<file path="src/sv/clrp_pkg.sv">
// Shared types and constants for the card reader link protocol core.
// Used by clrp_front, clrp_queue, clrp_back and the top level; no dependencies.
package clrp_pkg;

	// Queue between the front and back parts, in entries
	localparam int QUEUE_DEPTH = 4;
	// Most results one input item can cause
	localparam int MAX_RESULTS = 5;

	// Input opcodes
	localparam logic [1:0] OP_START   = 2'd0;
	localparam logic [1:0] OP_PAYLOAD = 2'd1;
	localparam logic [1:0] OP_RX_BYTE = 2'd2;
	localparam logic [1:0] OP_TICK    = 2'd3;

	// Result kinds
	localparam logic [1:0] KIND_TX     = 2'd0;
	localparam logic [1:0] KIND_RX     = 2'd1;
	localparam logic [1:0] KIND_STATUS = 2'd2;

	// Status codes
	localparam logic [1:0] ST_OK      = 2'd0;
	localparam logic [1:0] ST_BCC_ERR = 2'd1;
	localparam logic [1:0] ST_ACK_TO  = 2'd2;
	localparam logic [1:0] ST_RESP_TO = 2'd3;

	// Configuration register indexes
	localparam logic [2:0] REG_ACK_CODE    = 3'd0;
	localparam logic [2:0] REG_ENQ_CODE    = 3'd1;
	localparam logic [2:0] REG_STX_CODE    = 3'd2;
	localparam logic [2:0] REG_ETX_CODE    = 3'd3;
	localparam logic [2:0] REG_ACK_WAIT    = 3'd4;
	localparam logic [2:0] REG_REPLY_WAIT  = 3'd5;
	localparam logic [2:0] REG_ERROR_LIMIT = 3'd6;

	// Configuration reset values
	localparam logic [7:0]  RST_ACK_CODE    = 8'd6;
	localparam logic [7:0]  RST_ENQ_CODE    = 8'd5;
	localparam logic [7:0]  RST_STX_CODE    = 8'd2;
	localparam logic [7:0]  RST_ETX_CODE    = 8'd3;
	localparam logic [15:0] RST_ACK_WAIT    = 16'd100;
	localparam logic [15:0] RST_REPLY_WAIT  = 16'd300;
	localparam logic [7:0]  RST_ERROR_LIMIT = 8'd3;

	// Link transaction phase
	typedef enum logic [1:0] {
		PH_IDLE,
		PH_SEND,
		PH_ACK,
		PH_RESP
	} phase_t;

	// Work handed from the front to the back: cnt results of one kind.
	// Status jobs carry one result with zero byte.
	typedef struct packed {
		logic [2:0]                  cnt;
		logic [1:0]                  kind;
		logic [1:0]                  status;
		logic                        reinit;
		logic [MAX_RESULTS-1:0][7:0] bytes;
	} job_t;

endpackage

</file>
<file path="src/sv/clrp_front.sv">
// Front part: configuration registers, link protocol state and classification
// of each input item into a job of result bytes. Depends on clrp_pkg.
module clrp_front (
	input  logic                clk,
	input  logic                arst_n,
	input  logic                cfg_write,
	input  logic [2:0]          cfg_index,
	input  logic [15:0]         cfg_data,
	input  logic                in_valid,
	output logic                in_stall,
	input  logic [1:0]          opcode,
	input  logic [7:0]          data_byte,
	input  logic [7:0]          cmd_length,
	input  logic                q_full,
	output logic                push,
	output clrp_pkg::job_t      push_job
);

	// Configuration registers
	logic [7:0]  ack_code_q, enq_code_q, stx_code_q, etx_code_q, err_limit_q;
	logic [15:0] ack_wait_q, reply_wait_q;

	// Protocol state
	clrp_pkg::phase_t phase_q, phase_d;
	logic [7:0]  acc_q, acc_d;
	logic [7:0]  rem_q, rem_d;
	logic [16:0] pos_q, pos_d;
	logic [16:0] len_q, len_d;
	logic [15:0] wait_q, wait_d;
	logic [7:0]  err_q, err_d;
	logic        miss_q, miss_d;

	clrp_pkg::job_t job_d;

	logic        fire;
	logic        start_go, pay_go, send_last;
	logic        ack_look, ack_hit, resp_rx, fwd, resp_done;
	logic        tick_live, timeout, reinit;
	logic [7:0]  rem_dec, acc_rx, err_inc, acc_start, acc_pay;
	logic [16:0] pos_inc, len_new;
	logic [17:0] pos_plus2;
	logic [15:0] wait_inc, wait_lim;

	// Accept whenever the queue has room
	assign in_stall = q_full;
	assign fire     = in_valid & ~q_full;
	assign push     = fire && (job_d.cnt != 3'd0);
	assign push_job = job_d;

	// Classify the item against the current phase
	assign start_go  = (opcode == clrp_pkg::OP_START) && (phase_q == clrp_pkg::PH_IDLE);
	assign pay_go    = (opcode == clrp_pkg::OP_PAYLOAD) && (phase_q == clrp_pkg::PH_SEND);
	assign rem_dec   = rem_q - 8'd1;
	assign send_last = (rem_dec == 8'd0);
	assign acc_start = stx_code_q ^ cmd_length;
	assign acc_pay   = acc_q ^ data_byte;

	assign ack_look  = (opcode == clrp_pkg::OP_RX_BYTE) && (phase_q == clrp_pkg::PH_ACK)
		&& !miss_q;
	assign ack_hit   = ack_look && (data_byte == ack_code_q);
	assign resp_rx   = (opcode == clrp_pkg::OP_RX_BYTE) && (phase_q == clrp_pkg::PH_RESP);

	// Response frame position tracking
	assign acc_rx    = acc_q ^ data_byte;
	assign pos_inc   = pos_q + 17'd1;
	assign pos_plus2 = {1'b0, pos_q} + 18'd2;
	assign fwd       = (pos_q >= 17'd3) && (pos_plus2 < {1'b0, len_q});
	assign resp_done = resp_rx && (pos_inc >= 17'd3) && (pos_inc >= len_new);

	always_comb begin
		if (pos_q == 17'd1) begin
			len_new = {9'd0, data_byte};
		end else if (pos_q == 17'd2) begin
			len_new = {1'b0, len_q[7:0], 8'd0} + {9'd0, data_byte} + 17'd5;
		end else begin
			len_new = len_q;
		end
	end

	// Timeouts and error count
	assign tick_live = (opcode == clrp_pkg::OP_TICK)
		&& ((phase_q == clrp_pkg::PH_ACK) || (phase_q == clrp_pkg::PH_RESP));
	assign wait_inc  = wait_q + 16'd1;
	assign wait_lim  = (phase_q == clrp_pkg::PH_ACK) ? ack_wait_q : reply_wait_q;
	assign timeout   = tick_live && (wait_inc >= wait_lim);
	assign err_inc   = (err_q == 8'hFF) ? err_q : (err_q + 8'd1);
	assign reinit    = (err_inc > err_limit_q);

	// Next phase
	always_comb begin
		phase_d = phase_q;
		if (start_go) begin
			phase_d = (cmd_length == 8'd0) ? clrp_pkg::PH_ACK : clrp_pkg::PH_SEND;
		end else if (pay_go && send_last) begin
			phase_d = clrp_pkg::PH_ACK;
		end else if (ack_hit) begin
			phase_d = clrp_pkg::PH_RESP;
		end else if (resp_done || timeout) begin
			phase_d = clrp_pkg::PH_IDLE;
		end
	end

	// Job and datapath state
	always_comb begin
		job_d      = '0;
		job_d.kind = clrp_pkg::KIND_TX;
		acc_d      = acc_q;
		rem_d      = rem_q;
		pos_d      = pos_q;
		len_d      = len_q;
		wait_d     = wait_q;
		err_d      = err_q;
		miss_d     = miss_q;
		if (start_go) begin
			job_d.bytes[0] = stx_code_q;
			job_d.bytes[1] = 8'd0;
			job_d.bytes[2] = cmd_length;
			rem_d          = cmd_length;
			acc_d          = acc_start;
			job_d.cnt      = 3'd3;
			if (cmd_length == 8'd0) begin
				job_d.bytes[3] = etx_code_q;
				job_d.bytes[4] = acc_start ^ etx_code_q;
				acc_d          = acc_start ^ etx_code_q;
				job_d.cnt      = 3'd5;
				wait_d         = '0;
				miss_d         = 1'b0;
			end
		end else if (pay_go) begin
			job_d.bytes[0] = data_byte;
			rem_d          = rem_dec;
			acc_d          = acc_pay;
			job_d.cnt      = 3'd1;
			if (send_last) begin
				job_d.bytes[1] = etx_code_q;
				job_d.bytes[2] = acc_pay ^ etx_code_q;
				acc_d          = acc_pay ^ etx_code_q;
				job_d.cnt      = 3'd3;
				wait_d         = '0;
				miss_d         = 1'b0;
			end
		end else if (ack_look) begin
			if (ack_hit) begin
				err_d          = '0;
				job_d.bytes[0] = enq_code_q;
				job_d.cnt      = 3'd1;
				wait_d         = '0;
				pos_d          = '0;
				len_d          = '0;
				acc_d          = '0;
			end else begin
				miss_d = 1'b1;
			end
		end else if (resp_rx) begin
			acc_d = acc_rx;
			len_d = len_new;
			pos_d = pos_inc;
			if (fwd) begin
				job_d.kind     = clrp_pkg::KIND_RX;
				job_d.bytes[0] = data_byte;
				job_d.cnt      = 3'd1;
			end
			if (resp_done) begin
				err_d        = '0;
				job_d.kind   = clrp_pkg::KIND_STATUS;
				job_d.cnt    = 3'd1;
				job_d.status = (acc_rx != 8'd0) ? clrp_pkg::ST_BCC_ERR : clrp_pkg::ST_OK;
				wait_d       = '0;
			end
		end else if (tick_live) begin
			wait_d = wait_inc;
			if (timeout) begin
				err_d        = reinit ? 8'd0 : err_inc;
				job_d.kind   = clrp_pkg::KIND_STATUS;
				job_d.cnt    = 3'd1;
				job_d.status = (phase_q == clrp_pkg::PH_ACK) ? clrp_pkg::ST_ACK_TO
					: clrp_pkg::ST_RESP_TO;
				job_d.reinit = reinit;
				wait_d       = '0;
			end
		end
	end

	// Advance protocol state on each accepted item
	always_ff @(posedge clk or negedge arst_n) begin
		if (!arst_n) begin
			phase_q <= clrp_pkg::PH_IDLE;
			acc_q   <= '0;
			rem_q   <= '0;
			pos_q   <= '0;
			len_q   <= '0;
			wait_q  <= '0;
			err_q   <= '0;
			miss_q  <= 1'b0;
		end else if (fire) begin
			phase_q <= phase_d;
			acc_q   <= acc_d;
			rem_q   <= rem_d;
			pos_q   <= pos_d;
			len_q   <= len_d;
			wait_q  <= wait_d;
			err_q   <= err_d;
			miss_q  <= miss_d;
		end
	end

	// Configuration writes
	always_ff @(posedge clk or negedge arst_n) begin
		if (!arst_n) begin
			ack_code_q   <= clrp_pkg::RST_ACK_CODE;
			enq_code_q   <= clrp_pkg::RST_ENQ_CODE;
			stx_code_q   <= clrp_pkg::RST_STX_CODE;
			etx_code_q   <= clrp_pkg::RST_ETX_CODE;
			ack_wait_q   <= clrp_pkg::RST_ACK_WAIT;
			reply_wait_q <= clrp_pkg::RST_REPLY_WAIT;
			err_limit_q  <= clrp_pkg::RST_ERROR_LIMIT;
		end else if (cfg_write) begin
			unique case (cfg_index)
				clrp_pkg::REG_ACK_CODE:    ack_code_q   <= cfg_data[7:0];
				clrp_pkg::REG_ENQ_CODE:    enq_code_q   <= cfg_data[7:0];
				clrp_pkg::REG_STX_CODE:    stx_code_q   <= cfg_data[7:0];
				clrp_pkg::REG_ETX_CODE:    etx_code_q   <= cfg_data[7:0];
				clrp_pkg::REG_ACK_WAIT:    ack_wait_q   <= cfg_data;
				clrp_pkg::REG_REPLY_WAIT:  reply_wait_q <= cfg_data;
				clrp_pkg::REG_ERROR_LIMIT: err_limit_q  <= cfg_data[7:0];
				default: ;
			endcase
		end
	end

endmodule

</file>
<file path="src/sv/clrp_queue.sv">
// Short job queue between the front and back parts.
// Depends on clrp_pkg for the job type.
module clrp_queue #(
	parameter int DEPTH = clrp_pkg::QUEUE_DEPTH
) (
	input  logic           clk,
	input  logic           arst_n,
	input  logic           push,
	input  clrp_pkg::job_t push_job,
	output logic           full,
	input  logic           pop,
	output clrp_pkg::job_t head,
	output logic           empty
);

	localparam int PtrW = (DEPTH > 1) ? $clog2(DEPTH) : 1;
	localparam int CntW = $clog2(DEPTH + 1);

	clrp_pkg::job_t entries_q [DEPTH];
	logic [PtrW-1:0] wr_ptr_q, rd_ptr_q;
	logic [CntW-1:0] count_q;

	assign full  = (count_q == CntW'(DEPTH));
	assign empty = (count_q == '0);
	assign head  = entries_q[rd_ptr_q];

	// Store pushed jobs
	always_ff @(posedge clk) begin
		if (push) begin
			entries_q[wr_ptr_q] <= push_job;
		end
	end

	// Move pointers and fill count
	always_ff @(posedge clk or negedge arst_n) begin
		if (!arst_n) begin
			wr_ptr_q <= '0;
			rd_ptr_q <= '0;
			count_q  <= '0;
		end else begin
			if (push) begin
				wr_ptr_q <= (wr_ptr_q == PtrW'(DEPTH - 1)) ? '0 : (wr_ptr_q + 1'b1);
			end
			if (pop) begin
				rd_ptr_q <= (rd_ptr_q == PtrW'(DEPTH - 1)) ? '0 : (rd_ptr_q + 1'b1);
			end
			if (push && !pop) begin
				count_q <= count_q + 1'b1;
			end else if (pop && !push) begin
				count_q <= count_q - 1'b1;
			end
		end
	end

endmodule

</file>
<file path="src/sv/clrp_back.sv">
// Back part: expands queued jobs into result transactions, one per cycle while
// out_stall is low, through an output register. Depends on clrp_pkg.
module clrp_back (
	input  logic           clk,
	input  logic           arst_n,
	input  clrp_pkg::job_t head,
	input  logic           empty,
	output logic           pop,
	output logic           out_valid,
	input  logic           out_stall,
	output logic [1:0]     result_kind,
	output logic [7:0]     out_byte,
	output logic [1:0]     status_code,
	output logic           reinit_link,
	output logic           last
);

	logic       valid_q;
	logic [2:0] idx_q;
	logic [1:0] kind_q, status_q;
	logic [7:0] byte_q;
	logic       reinit_q, last_q;
	logic       load, at_end;

	// Load a new result when the output register is free or being drained
	assign load   = !empty && (!valid_q || !out_stall);
	assign at_end = (idx_q == (head.cnt - 3'd1));
	assign pop    = load && at_end;

	// Control: output valid and result index within the job
	always_ff @(posedge clk or negedge arst_n) begin
		if (!arst_n) begin
			valid_q <= 1'b0;
			idx_q   <= '0;
		end else begin
			if (load) begin
				valid_q <= 1'b1;
				idx_q   <= at_end ? 3'd0 : (idx_q + 3'd1);
			end else if (!out_stall) begin
				valid_q <= 1'b0;
			end
		end
	end

	// Payload of the output register
	always_ff @(posedge clk) begin
		if (load) begin
			kind_q   <= head.kind;
			byte_q   <= head.bytes[idx_q];
			status_q <= head.status;
			reinit_q <= head.reinit;
			last_q   <= at_end;
		end
	end

	assign out_valid   = valid_q;
	assign result_kind = kind_q;
	assign out_byte    = byte_q;
	assign status_code = status_q;
	assign reinit_link = reinit_q;
	assign last        = last_q;

endmodule

</file>
<file path="src/sv/card_reader_link_protocol_core.sv">
// Top level of the card reader link protocol core (master side).
// Instantiates clrp_front, clrp_queue and clrp_back; depends on clrp_pkg.
//
//   channel  | handshake               | payload
//   ---------+-------------------------+------------------------------------------
//   input    | in_valid / in_stall     | opcode, data_byte, cmd_length
//   result   | out_valid / out_stall   | result_kind, out_byte, status_code,
//            |                         | reinit_link, last
//   config   | cfg_write               | cfg_index, cfg_data
//
// The front takes one item per cycle while the job queue has room; each
// item is classified and its protocol state updated in that cycle.
// An item that causes k results (up to five) has them emitted by the back one result
// per cycle while out_stall is low; with the queue ahead of it empty, its first result
// is written into the queue and then loaded into the output register to be presented.
// in_stall rises only when the job queue is full; out_stall holds the output
// register and, through the queue, eventually the input.
// Reset clears the phase, counters, queue and output valid, and loads register defaults.
module card_reader_link_protocol_core #(
	parameter int QUEUE_DEPTH = clrp_pkg::QUEUE_DEPTH
) (
	input  logic        clk,
	input  logic        arst_n,
	input  logic        cfg_write,
	input  logic [2:0]  cfg_index,
	input  logic [15:0] cfg_data,
	input  logic        in_valid,
	output logic        in_stall,
	input  logic [1:0]  opcode,
	input  logic [7:0]  data_byte,
	input  logic [7:0]  cmd_length,
	output logic        out_valid,
	input  logic        out_stall,
	output logic [1:0]  result_kind,
	output logic [7:0]  out_byte,
	output logic [1:0]  status_code,
	output logic        reinit_link,
	output logic        last
);

	logic           q_full, q_empty, q_push, q_pop;
	clrp_pkg::job_t q_in, q_head;

	// Accept and classify items
	clrp_front u_front (
		.clk        (clk),
		.arst_n     (arst_n),
		.cfg_write  (cfg_write),
		.cfg_index  (cfg_index),
		.cfg_data   (cfg_data),
		.in_valid   (in_valid),
		.in_stall   (in_stall),
		.opcode     (opcode),
		.data_byte  (data_byte),
		.cmd_length (cmd_length),
		.q_full     (q_full),
		.push       (q_push),
		.push_job   (q_in)
	);

	// Buffer jobs between the two parts
	clrp_queue #(
		.DEPTH (QUEUE_DEPTH)
	) u_queue (
		.clk      (clk),
		.arst_n   (arst_n),
		.push     (q_push),
		.push_job (q_in),
		.full     (q_full),
		.pop      (q_pop),
		.head     (q_head),
		.empty    (q_empty)
	);

	// Emit results
	clrp_back u_back (
		.clk         (clk),
		.arst_n      (arst_n),
		.head        (q_head),
		.empty       (q_empty),
		.pop         (q_pop),
		.out_valid   (out_valid),
		.out_stall   (out_stall),
		.result_kind (result_kind),
		.out_byte    (out_byte),
		.status_code (status_code),
		.reinit_link (reinit_link),
		.last        (last)
	);

endmodule

</file>
<file path="config.mk">
export PLATFORM = sky130hd
export DESIGN_NAME = card_reader_link_protocol_core
export DESIGN_NICKNAME = d
export VERILOG_FILES = /design/src/sv/clrp_pkg.sv /design/src/sv/clrp_front.sv /design/src/sv/clrp_queue.sv /design/src/sv/clrp_back.sv /design/src/sv/card_reader_link_protocol_core.sv
export SDC_FILE = /design/constraint.sdc
export NUM_CORES = 1
export LEC_CHECK = 0
export BUFFER_PORTS_ARGS = -buffer_cell sky130_fd_sc_hd__buf_2
export CAP_MARGIN = 10
export CORE_MARGIN = 2
export CORE_UTILIZATION = 40
export DETAILED_ROUTE_END_ITERATION = 8
export PLACE_DENSITY = 0.69
export SLEW_MARGIN = 10
export SYNTH_ARGS = -nofsm -noshare
export SYNTH_HDL_FRONTEND = slang
export SYNTH_SLANG_ARGS = --single-unit
</file>
<file path="constraint.sdc">
create_clock -name clk -period 6.3 [get_ports clk]
set_input_delay 1.575 -clock clk [delete_from_list [all_inputs] [get_ports clk]]
set_output_delay 1.575 -clock clk [all_outputs]
set_load 0.01 [all_outputs]
</file>
==> flow_summary.toml, run 1 <==
[yosys]
synth-main-ff-cell = "edfxtp_1"
synth_cell_types = 72
synth_seq_area_share_pct = 53.72
ys_ff_latch = 366
syn_avg_cell_area_um2 = 12.15
syn_area_um2 = 19000
synthCells = 1564
async_reset_ff_share_pct = 43.72
synth_nets = 1682
synth_edf_count = 206
ys.warnings.count = 0

[routing]
drtIter0Drc = 1318
detail_route.wl_per_cell_um = 20.51
wl_um = 46030
dr.pass1.iters = 5
postRouteAntennaNets = 0
vias = 12760
viasPerCell = 5.685
drc = 0

[status]
status = "complete, no violations"

[critical_path]
rr_worst_depth = 19
r2r-end = "u_queue.count_q[1]"
reg2reg_setup_slack_ns = 0.84
crit_type = "in -> reg"
critPathTopFamily = "simple AND/OR/NAND/NOR gates"
timing.rr.start = "u_front.pos_q[13]"
critPathMaxStageDelay_ns = 0.52
crit_arrival_ns = 6.03
path_depth = 24
path_buf_inv = 3
crit_path_frequent_cell = "ha_1"
cp_max_fo = 7
crit_start = "data_byte[0]"
worst_ep_required_time_ns = 6.80
end_kind = "flop"
cp-start-kind = "input port"
cpMaxStageDelayCell = "or4_1"
crit_path_cell_trace = "buf_2, ha_1, o21a_1, and4_1, nand2_1, nor3_1, xnor2_1, nand2_1, o211ai_1, ha_1, nand4_1, or4_1, a21oi_1, nor2_1, and2_1, o211ai_2, a31oi_4, inv_1, ha_1, inv_1, fa_1, xor2_1, nor2_1, xor2_1"

[global_route]
grt_pass1_wl_um = 73210
grt_max_degree = 87
grtUsageTotal_pct = 18.86
grt-ovfl-total = 0
grt_pass1_vias = 12580
antenna_found_initial = 5

[pwr]
cellLeakagePower_nw = 8.328
ir_drop_uv = 246.1
power_density_nw_per_um2 = 388.9
power.total_mw = 8.288

[timing]
skew_ns = 0.04359
max_slew_margin_pct = 22.89
setup_viol = 0
worstMarginPinSlew_ns = 1.148
max_freq_ghz = 0.1808
drv_slew = 0
grt_setup_unrepaired = "no"
fin_crit_sh_pct = 87.81
min_period_ns = 5.532
hold_viol = 0
fin_ws_ns = 0.7682

[place]
gp_congestion = 0.9007
port_buffers = 57
dp_hpwl_um = 32490
dpl_worst_slack_ns = 0.2321
dpl_cell_area_um2 = 19990

[clocking]
holdBufCountCts = 0
clk-insertion-delay-late_ns = 0.58
cts_buffers = 40
cts_sinks = 366
htree_levels = 2
cts_tree = "built"
cts_setup_buffers = 0
ctsRootBufferMaster = "clkbuf_16"
cts.clk_slew.worst_paths_ns = 0.06
ctsResizeCount = 0
cts_buffer_depth = 3

[floorplanning]
die_x_um = 222.0
initial_utilization_pct = 40.65
rows = 79
die_height_um = 222.0
core_area_um2 = 46750
die_area_um2 = 49270
num_io_pins = 58

[final_layout]
layout_commonest_cell = "edfxtp_1"
final_nets = 1721
final_cell_mix = "edfxtp_1 (206), dfrtp_1 (142), nand2_1 (119)"
layout-drive-gt1-share_pct = 19.88
area_growth_pct = 12.13
fin_area_um2 = 21310

[job]
maxCapViolations = 0

[min_path]
hp-class = "reg -> reg"
hold_depth = 1
min_to = "u_queue.count_q[2]"
hp-start = "u_queue.count_q[2]"
## through the flow
stage / setup TNS, ns / util, % / hold WS (ns) / instances
after floorplan: -129.76 / - / 0.4498 / 1564
after global placement: 0 / 42.75 / 0.4739 / 2168
after detailed placement: 0 / 42.75 / 0.4861 / 2168
after CTS: 0 / 45.57 / 0.4932 / 2242
after global routing: 0 / 45.58 / 0.5246 / 2244
final: 0 / 45.58 / 0.4926 / 2244
## synth_stat cells (6+ instances only)
cell	count	area share, %
nor2b_1	10	0.33
nor4_1	10	0.33
nand3_1	32	0.84
a22o_1	21	0.97
mux4_2	48	5.7
clkbuf_1	61	1.2
a21o_1	13	0.51
mux2_2	84	5.0
and2_1	15	0.49
xor2_1	39	1.8
inv_1	59	1.2
nand4_1	16	0.53
a21oi_1	37	0.97
o21a_1	6	0.24
dfstp_2	16	2.2
and3_1	29	0.95
o31ai_1	9	0.36
buf_1	9	0.18
o21ai_0	99	2.6
buf_2	11	0.29
mux2i_1	35	1.8
nand2b_1	19	0.63
nor2_1	98	1.9
o22ai_1	7	0.23
nor3_1	31	0.82
a211oi_1	6	0.24
or3_1	14	0.46
ha_1	75	4.9
o211ai_1	29	1.1
dfrtp_1	144	19
edfxtp_1	206	33
nand2_1	119	2.4
xnor2_1	69	3.2
or2_2	6	0.20
a31oi_1	20	0.66
## cell families (layout without fill, tap and decap cells)
kind of cell	after synthesis	in the layout	share of synthesized area, %
compound gates	276	276	9.527
xor+xnor	108	108	4.977
fa+ha+maj	76	76	5.043
buf+inv	146	217	3.121
flops	366	366	53.72
mux	167	167	12.51
other cells	0	2	0
simple gates	425	425	11.10
## sequential cells by signal, summed over array words and instances (netlist names), 3 cells and up
signal and count:
u_back.idx_q 3, u_back.out_byte 8, u_front.acc_q 8, u_front.ack_code_q 8, u_front.ack_wait_q 16, u_front.enq_code_q 8
u_front.err_limit_q 8, u_front.err_q 8, u_front.etx_code_q 8, u_front.len_q 17, u_front.pos_q 17, u_front.rem_q 8
u_front.reply_wait_q 16, u_front.stx_code_q 8, u_front.wait_q 16, u_queue.count_q 3, u_queue.entries_q 192
## per-layer routing
layer  part of all wire, %  up-vias  track usage (%)  wire length (µm)
met4                   2.7        6            6.016              1239
li1                      -     5875                -                 -
met1                    45     6347            26.60             20670
met5                 0.070        -                0                32
met2                    46      440            29.54             21020
met3                   6.7       90            3.472              3078
## report_power, final
part           switching [mW]  leakage, nW  internal, mW
Combinational            1.44         3.71          1.18
Clock                    1.00        0.648          1.34
Sequential              0.364         3.97          2.96
Total                    2.81         8.33          5.48
## cell type report
cell class,count,area [µm²]
well taps,607,759.5
diodes,2,5.005
inverters,59,221.5
fillers,4188,25440
clock inverters,20,216.5
flip-flops and latches,366,10210
multi-input cells,1052,8245
repair buffers,84,544.3
clock buffers,54,1104
## worst max-delay path by stage
stage	to	slack (ns)
2_1_floorplan	u_queue.entries_q[0][0]	-0.68
3_3_place_gp	u_queue.count_q[2]	0.34
3_5_place_dp	u_queue.count_q[2]	0.23
4_1_cts	u_queue.count_q[2]	0.83
5_1_grt	u_queue.count_q[2]	0.37
6_report	u_queue.count_q[2]	0.77
## worst reg2reg max path, cell delays in order, from the launching register on
cell and delay, ns:
dfrtp_1 0.51, nor4_1 0.45, and4_1 0.38, and2_1 0.68, buf_4 0.30, nand2_1 0.06, o211ai_1 0.12, ha_1 0.29
a211o_1 0.26, a21oi_1 0.28, o211a_1 0.20, a221o_1 0.15, and2_1 0.27, o211ai_2 0.16, a31oi_4 0.22, inv_1 0.06
ha_1 0.21, inv_1 0.07, fa_1 0.40, mux2_2 0.27
Power figures use the tool's default switching activity.
==> inputs of run 2 (changes only) <==
--- a/config.mk
+++ b/config.mk
@@ -5,12 +5,11 @@
 export SDC_FILE = /design/constraint.sdc
 export NUM_CORES = 1
 export LEC_CHECK = 0
+export ABC_CLOCK_PERIOD_IN_PS = 6300
 export BUFFER_PORTS_ARGS = -buffer_cell sky130_fd_sc_hd__buf_2
 export CAP_MARGIN = 10
-export CORE_MARGIN = 2
 export CORE_UTILIZATION = 40
 export DETAILED_ROUTE_END_ITERATION = 8
-export PLACE_DENSITY = 0.69
 export SLEW_MARGIN = 10
 export SYNTH_ARGS = -nofsm -noshare
 export SYNTH_HDL_FRONTEND = slang
==> flow_summary.toml, run 2 (same netlist as run 1, synthesis figures left out) <==
[critical_path]
crit_type = "reg -> reg"
worst_ep_required_time_ns = 6.79
reg2reg_setup_slack_ns = 0.72
cpMaxStageDelayCell = "dfrtp_1"
cp_max_fo = 21
crit_path_cell_trace = "nor4_1, and4_1, and2_1, buf_4, nor2_1, a31oi_1, o22ai_1, ha_1, nand4_1, or4_1, a21oi_1, nor2_1, and2_1, o211ai_2, a31oi_4, inv_1, ha_1, inv_1, fa_1, xor2_1, nor2_1, xor2_1"
cp-start-kind = "flop"
crit_path_frequent_cell = "nor2_1"
end_kind = "flop"
critPathMaxStageDelay_ns = 0.52
crit_arrival_ns = 6.07

[job]
maxCapViolations = 0

[clocking]
clk-insertion-delay-late_ns = 0.58
cts.clk_slew.worst_paths_ns = 0.07
cts_setup_buffers = 0
cts_sinks = 366
htree_levels = 2
holdBufCountCts = 0
cts_buffers = 41
ctsResizeCount = 0
ctsRootBufferMaster = "clkbuf_16"
cts_tree = "built"
cts_buffer_depth = 3

[routing]
wl_um = 47220
top_layer = "met5"
drtIter0Drc = 950
wl_met3_um = 2967
vias = 12670
drc = 16
dr.pass1.iters = 7
viasPerCell = 5.650
postRouteAntennaNets = 0
detail_route.wl_per_cell_um = 21.05
route.met2.wl_um = 21450
wl_met1_um = 21520

[global_route]
grt-ovfl-total = 0
grt_pass1_wl_um = 73270
grtUsageTotal_pct = 19.81
grt_pass1_vias = 12540
antenna_found_initial = 6
grt_max_degree = 74

[final_layout]
top_regs = "u_queue.entries_q: 192 flops, u_front.len_q: 17 flops, u_front.pos_q: 17 flops"
final_nets = 1720
area_growth_pct = 12.19
largest_reg_flops = 192
regMostFlops = "u_queue.entries_q"
layout_commonest_cell = "edfxtp_1"
finalNonFillerCells = 2243
utilization_pct = 45.60
nFillCells = 4299
final_cell_mix = "edfxtp_1 (206), dfrtp_1 (142), nand2_1 (119)"
layout-drive-gt1-share_pct = 19.60

[pwr]
combPwrFrac_pct = 32.0
power_density_nw_per_um2 = 391.6
clockPowerShare_pct = 28.8
seq_power_share_pct = 39.3
cellLeakagePower_nw = 8.308
internal_power_mw = 5.519
p_switching_mw = 2.830
ir_drop_uv = 251.8
p_sw_share_pct = 33.90

[floorplanning]
die_x_um = 220.0
core_area_um2 = 46750
die_area_um2 = 48390
num_io_pins = 58
rows = 79
die_height_um = 220.0
initial_utilization_pct = 40.65

[timing]
worstMarginPinSlew_ns = 1.152
hold_viol = 0
min_period_ns = 5.580
setup_viol = 0
max_freq_ghz = 0.1792
drv_slew = 0
fin_ws_ns = 0.7203
grt_setup_unrepaired = "no"
max_slew_margin_pct = 22.62
fin_crit_sh_pct = 88.57
hold_ws_ns = 0.4977
skew_ns = 0.01990
fin_setup_tns_ns = 0

[place]
dpl_worst_slack_ns = 0.2509
gp_congestion = 0.8839
dp_hpwl_um = 32690
placed_cells = 2166
port_buffers = 57

[status]
status = "finished with violations"
violations = "DRC"

[min_path]
hp-class = "reg -> reg"
run 2: cell types whose count changed in the layout (fill, tap and decap cells not counted), sizes merged:
cell      delta
clkinv       +3
inv          -2
clkinvlp     +3
diode        +1
clkbuf       -6
buf          -2
bufinv       +2
run 2: layout make-up:
class	count	area, µm²	share of cell area (%)
sequential	366	10210	47.91
multi-input combinational	1052	8250	38.70
inverter	59	221.5	1.039
clock buffer	48	1052	4.935
tap	607	759.5	3.562
timing repair buffer	82	529.3	2.482
antenna	3	7.507	0.03521
clock inverter	26	285.3	1.338
run 2: power groups by stage:
stage / sequential (mW) / combinational (mW) / clock [mW]
2_1_floorplan: 3.20 / 1.98 / 0
3_3_place_gp: 3.31 / 2.65 / 0
3_5_place_dp: 3.33 / 2.68 / 0
4_1_cts: 3.28 / 2.70 / 2.45
5_1_grt: 3.33 / 2.95 / 2.54
6_report: 3.28 / 2.67 / 2.40
run 2: metal layers:
layer  track usage (%)  up-vias
met2             30.51      373
met4             6.460        2
met1             27.92     6349
met5                 0        -
met3             3.948       86
li1                  -     5862
run 2: worst paths after layout:
path	start	to	cells past startpoint
hold / removal	u_front.len_q[16]	u_front.len_q[16]	2
setup / recovery	u_front.pos_q[13]	u_queue.count_q[2]	22
hold reg to reg	u_front.len_q[16]	u_front.len_q[16]	2
max in group asynchronous	arst_n	u_front.rem_q[5]	2
min in group asynchronous	arst_n	u_front.pos_q[5]	1
setup reg to reg	u_front.pos_q[13]	u_queue.count_q[2]	22
run 2: worst max-delay path, delay by kind of cell, from the launching register on:
family	cells	cell delay [ns]
adders and majority gates	3	0.87
xor gates and xnor gates	2	0.33
buffers and inverters	3	0.47
DFF	1	0.52
AOI/OAI and AO/OA	5	0.84
and+or+nand+nor	9	2.45
run 2: metrics by stage:
stage | power, mW | cell area (µm²)
after floorplan | 5.188 | 19000
after global placement | 5.961 | 19980
after detailed placement | 6.012 | 19980
after CTS | 8.431 | 21310
after global routing | 8.825 | 21310
final | 8.349 | 21320
==> inputs of run 3 (changes only) <==
--- a/config.mk
+++ b/config.mk
@@ -5,9 +5,11 @@
 export SDC_FILE = /design/constraint.sdc
 export NUM_CORES = 1
 export LEC_CHECK = 0
+export ABC_AREA = 1
 export ABC_CLOCK_PERIOD_IN_PS = 6300
 export BUFFER_PORTS_ARGS = -buffer_cell sky130_fd_sc_hd__buf_2
 export CAP_MARGIN = 10
+export CORE_ASPECT_RATIO = 1.1
 export CORE_UTILIZATION = 40
 export DETAILED_ROUTE_END_ITERATION = 8
 export SLEW_MARGIN = 10
==> flow_summary.toml, run 3 <==
[final_layout]
final_cell_mix = "nand2_1 (383), nor2_1 (244), o21ai_0 (240)"
final_nets = 2203
top_regs = "u_queue.entries_q: 192 flops, u_front.len_q: 17 flops, u_front.pos_q: 17 flops"
area_growth_pct = 13.22
utilization_pct = 45.80
regMostFlops = "u_queue.entries_q"
largest_reg_flops = 192
layout_commonest_cell = "nand2_1"
finalNonFillerCells = 2716
layout-drive-gt1-share_pct = 10.72

[timing]
worstMarginPinSlew_ns = 1.077
fin_crit_sh_pct = 89.10
min_period_ns = 5.613
skew_ns = 0.03030
max_slew_margin_pct = 28.11
grt_setup_unrepaired = "no"
hold_ws_ns = 0.4811
drv_slew = 0
max_freq_ghz = 0.1781
setup_viol = 0
hold_viol = 0

[pwr]
ir_drop_uv = 221.7
cellLeakagePower_nw = 9.039
seq_power_share_pct = 35.7
p_sw_share_pct = 39.29
internal_power_mw = 5.830
power_density_nw_per_um2 = 449.7
p_switching_mw = 3.773
clockPowerShare_pct = 26.8
combPwrFrac_pct = 37.5

[critical_path]
cp_max_fo = 6
cp-start-kind = "input port"
path_buf_inv = 5
timing.rr.start = "u_front.pos_q[9]"
r2r-end = "u_queue.count_q[2]"
critPathTopFamily = "simple AND/OR/NAND/NOR gates"
worst_ep_required_time_ns = 6.76
critPathMaxStageDelay_ns = 0.40
crit_type = "in -> reg"
cpMaxStageDelayCell = "nor2_1"
crit_path_frequent_cell = "nand2_1"
end_kind = "flop"
crit_arrival_ns = 6.07
reg2reg_setup_slack_ns = 1.25
rr_worst_depth = 26

[min_path]
min_to = "u_front.ack_wait_q[13]"
hp-class = "reg -> reg"
hold_depth = 2
hp-start = "u_front.ack_wait_q[13]"

[global_route]
antenna_found_initial = 5
grtUsageTotal_pct = 21.50
grt_max_degree = 81
grt-ovfl-total = 0
grt_pass1_wl_um = 80370
grt_pass1_vias = 14370

[clocking]
cts_tree = "built"
ctsRootBufferMaster = "clkbuf_16"
clk-insertion-delay-late_ns = 0.58
cts.clk_slew.worst_paths_ns = 0.06
cts_buffer_depth = 3
ctsResizeCount = 0
cts_buffers = 41
cts_sinks = 366
cts_setup_buffers = 0
htree_levels = 2
holdBufCountCts = 0

[job]
maxCapViolations = 0

[yosys]
synth_cell_types = 49
synth-main-ff-cell = "edfxtp_1"
synth_nets = 2152
synth_area_leaders = "edfxtp_1 (33%), dfrtp_1 (19%), nand2_1 (7.6%)"
synthCells = 2034
synth.largest_area_cell = "edfxtp_1"
ys.warnings.count = 0
yosys.area.top_type_share_pct = 32.80
syn_area_um2 = 18860
async_reset_ff_share_pct = 43.72
ys_ff_latch = 366
synthTopCellsByCount = "nand2_1 (383), nor2_1 (248), o21ai_0 (240)"
synth.most_common_cell = "nand2_1"
syn_avg_cell_area_um2 = 9.273
synth_seq_area_share_pct = 54.13
synth_edf_count = 206

[floorplanning]
die_x_um = 209.0
rows = 83
die_area_um2 = 48030
num_io_pins = 58
die_height_um = 229.8
initial_utilization_pct = 40.45
core_area_um2 = 46630

[routing]
dr.pass1.iters = 5
drc = 0
viasPerCell = 5.369
vias = 14580
wl_um = 50890
postRouteAntennaNets = 0
detail_route.wl_per_cell_um = 18.74
drtIter0Drc = 1108

[place]
port_buffers = 57
placed_cells = 2637
gp_congestion = 0.9262
dp_hpwl_um = 35220

[status]
status = "complete, no violations"
[run 3: cells by family after synthesis]
| family | count (synthesis) | share of synthesized area (%) |
|---|---|---|
| AND/OR/NAND/NOR | 801 | 17.97 |
| AO/OA/AOI/OAI | 432 | 13.07 |
| flip-flops | 366 | 54.13 |
| buffers and inverters | 272 | 5.579 |
| adder cells (fa/ha/maj) | 76 | 5.081 |
| XOR/XNOR | 70 | 3.250 |
| multiplexers | 17 | 0.9154 |
[run 3: cell type report]
cell class,count,area (µm²)
Fill cell,4394,25270
Sequential cell,366,10210
Multi-Input combinational cell,1396,7630
Clock buffer,54,1155
Tap cell,595,744.5
Inverter,196,735.7
Timing Repair Buffer,84,556.8
Clock inverter,21,312.8
Antenna cell,4,10.01
[run 3: worst min-delay path, delay by kind of cell (launching register included)]
kind	cells	cell delay, ns
AOI/OAI and AO/OA	1	0.06
and+or+nand+nor	1	0.05
DFF	1	0.34
[run 3: through the flow]
step                      setup WS (ns)  power [mW]  cell area (µm²)  TNS, ns
after global routing             0.2276       10.27            21350        0
after detailed placement         0.1804       7.052            19880        0
after floorplan                 -0.2525       5.909            18860   -48.48
after global placement           0.2473       6.988            19880        0
final                            0.6867       9.603            21360        0
after CTS                        0.8016       9.657            21350        0
[run 3: worst max path at each step]
stage | startpoint | end | slack, ns | depth (start not counted)
2_1_floorplan | data_byte[0] | u_queue.entries_q[0][0] | -0.25 | 21
6_report | data_byte[0] | u_queue.count_q[2] | 0.69 | 30
3_3_place_gp | data_byte[0] | u_queue.count_q[2] | 0.25 | 30
3_5_place_dp | data_byte[0] | u_queue.count_q[2] | 0.18 | 30
5_1_grt | data_byte[0] | u_queue.count_q[2] | 0.23 | 30
4_1_cts | data_byte[0] | u_queue.count_q[2] | 0.80 | 30
[run 3: layer usage]
| metal | vias up | share of wire [%] | global-route usage (%) |
|---|---|---|---|
| met5 | - | 0.047 | 0 |
| met4 | 4 | 3.0 | 7.927 |
| met3 | 88 | 5.4 | 3.182 |
| met2 | 397 | 46 | 34.53 |
| met1 | 7010 | 46 | 29.48 |
| li1 | 7083 | - | - |
[run 3: power by group through the flow]
stage                     logic [mW]  clock network (mW)  registers [mW]
final                           3.60                2.57            3.43
after detailed placement        3.59                   0            3.46
after global placement          3.53                   0            3.46
after CTS                       3.61                2.63            3.42
after global routing            4.08                2.71            3.48
after floorplan                 2.60                   0            3.31
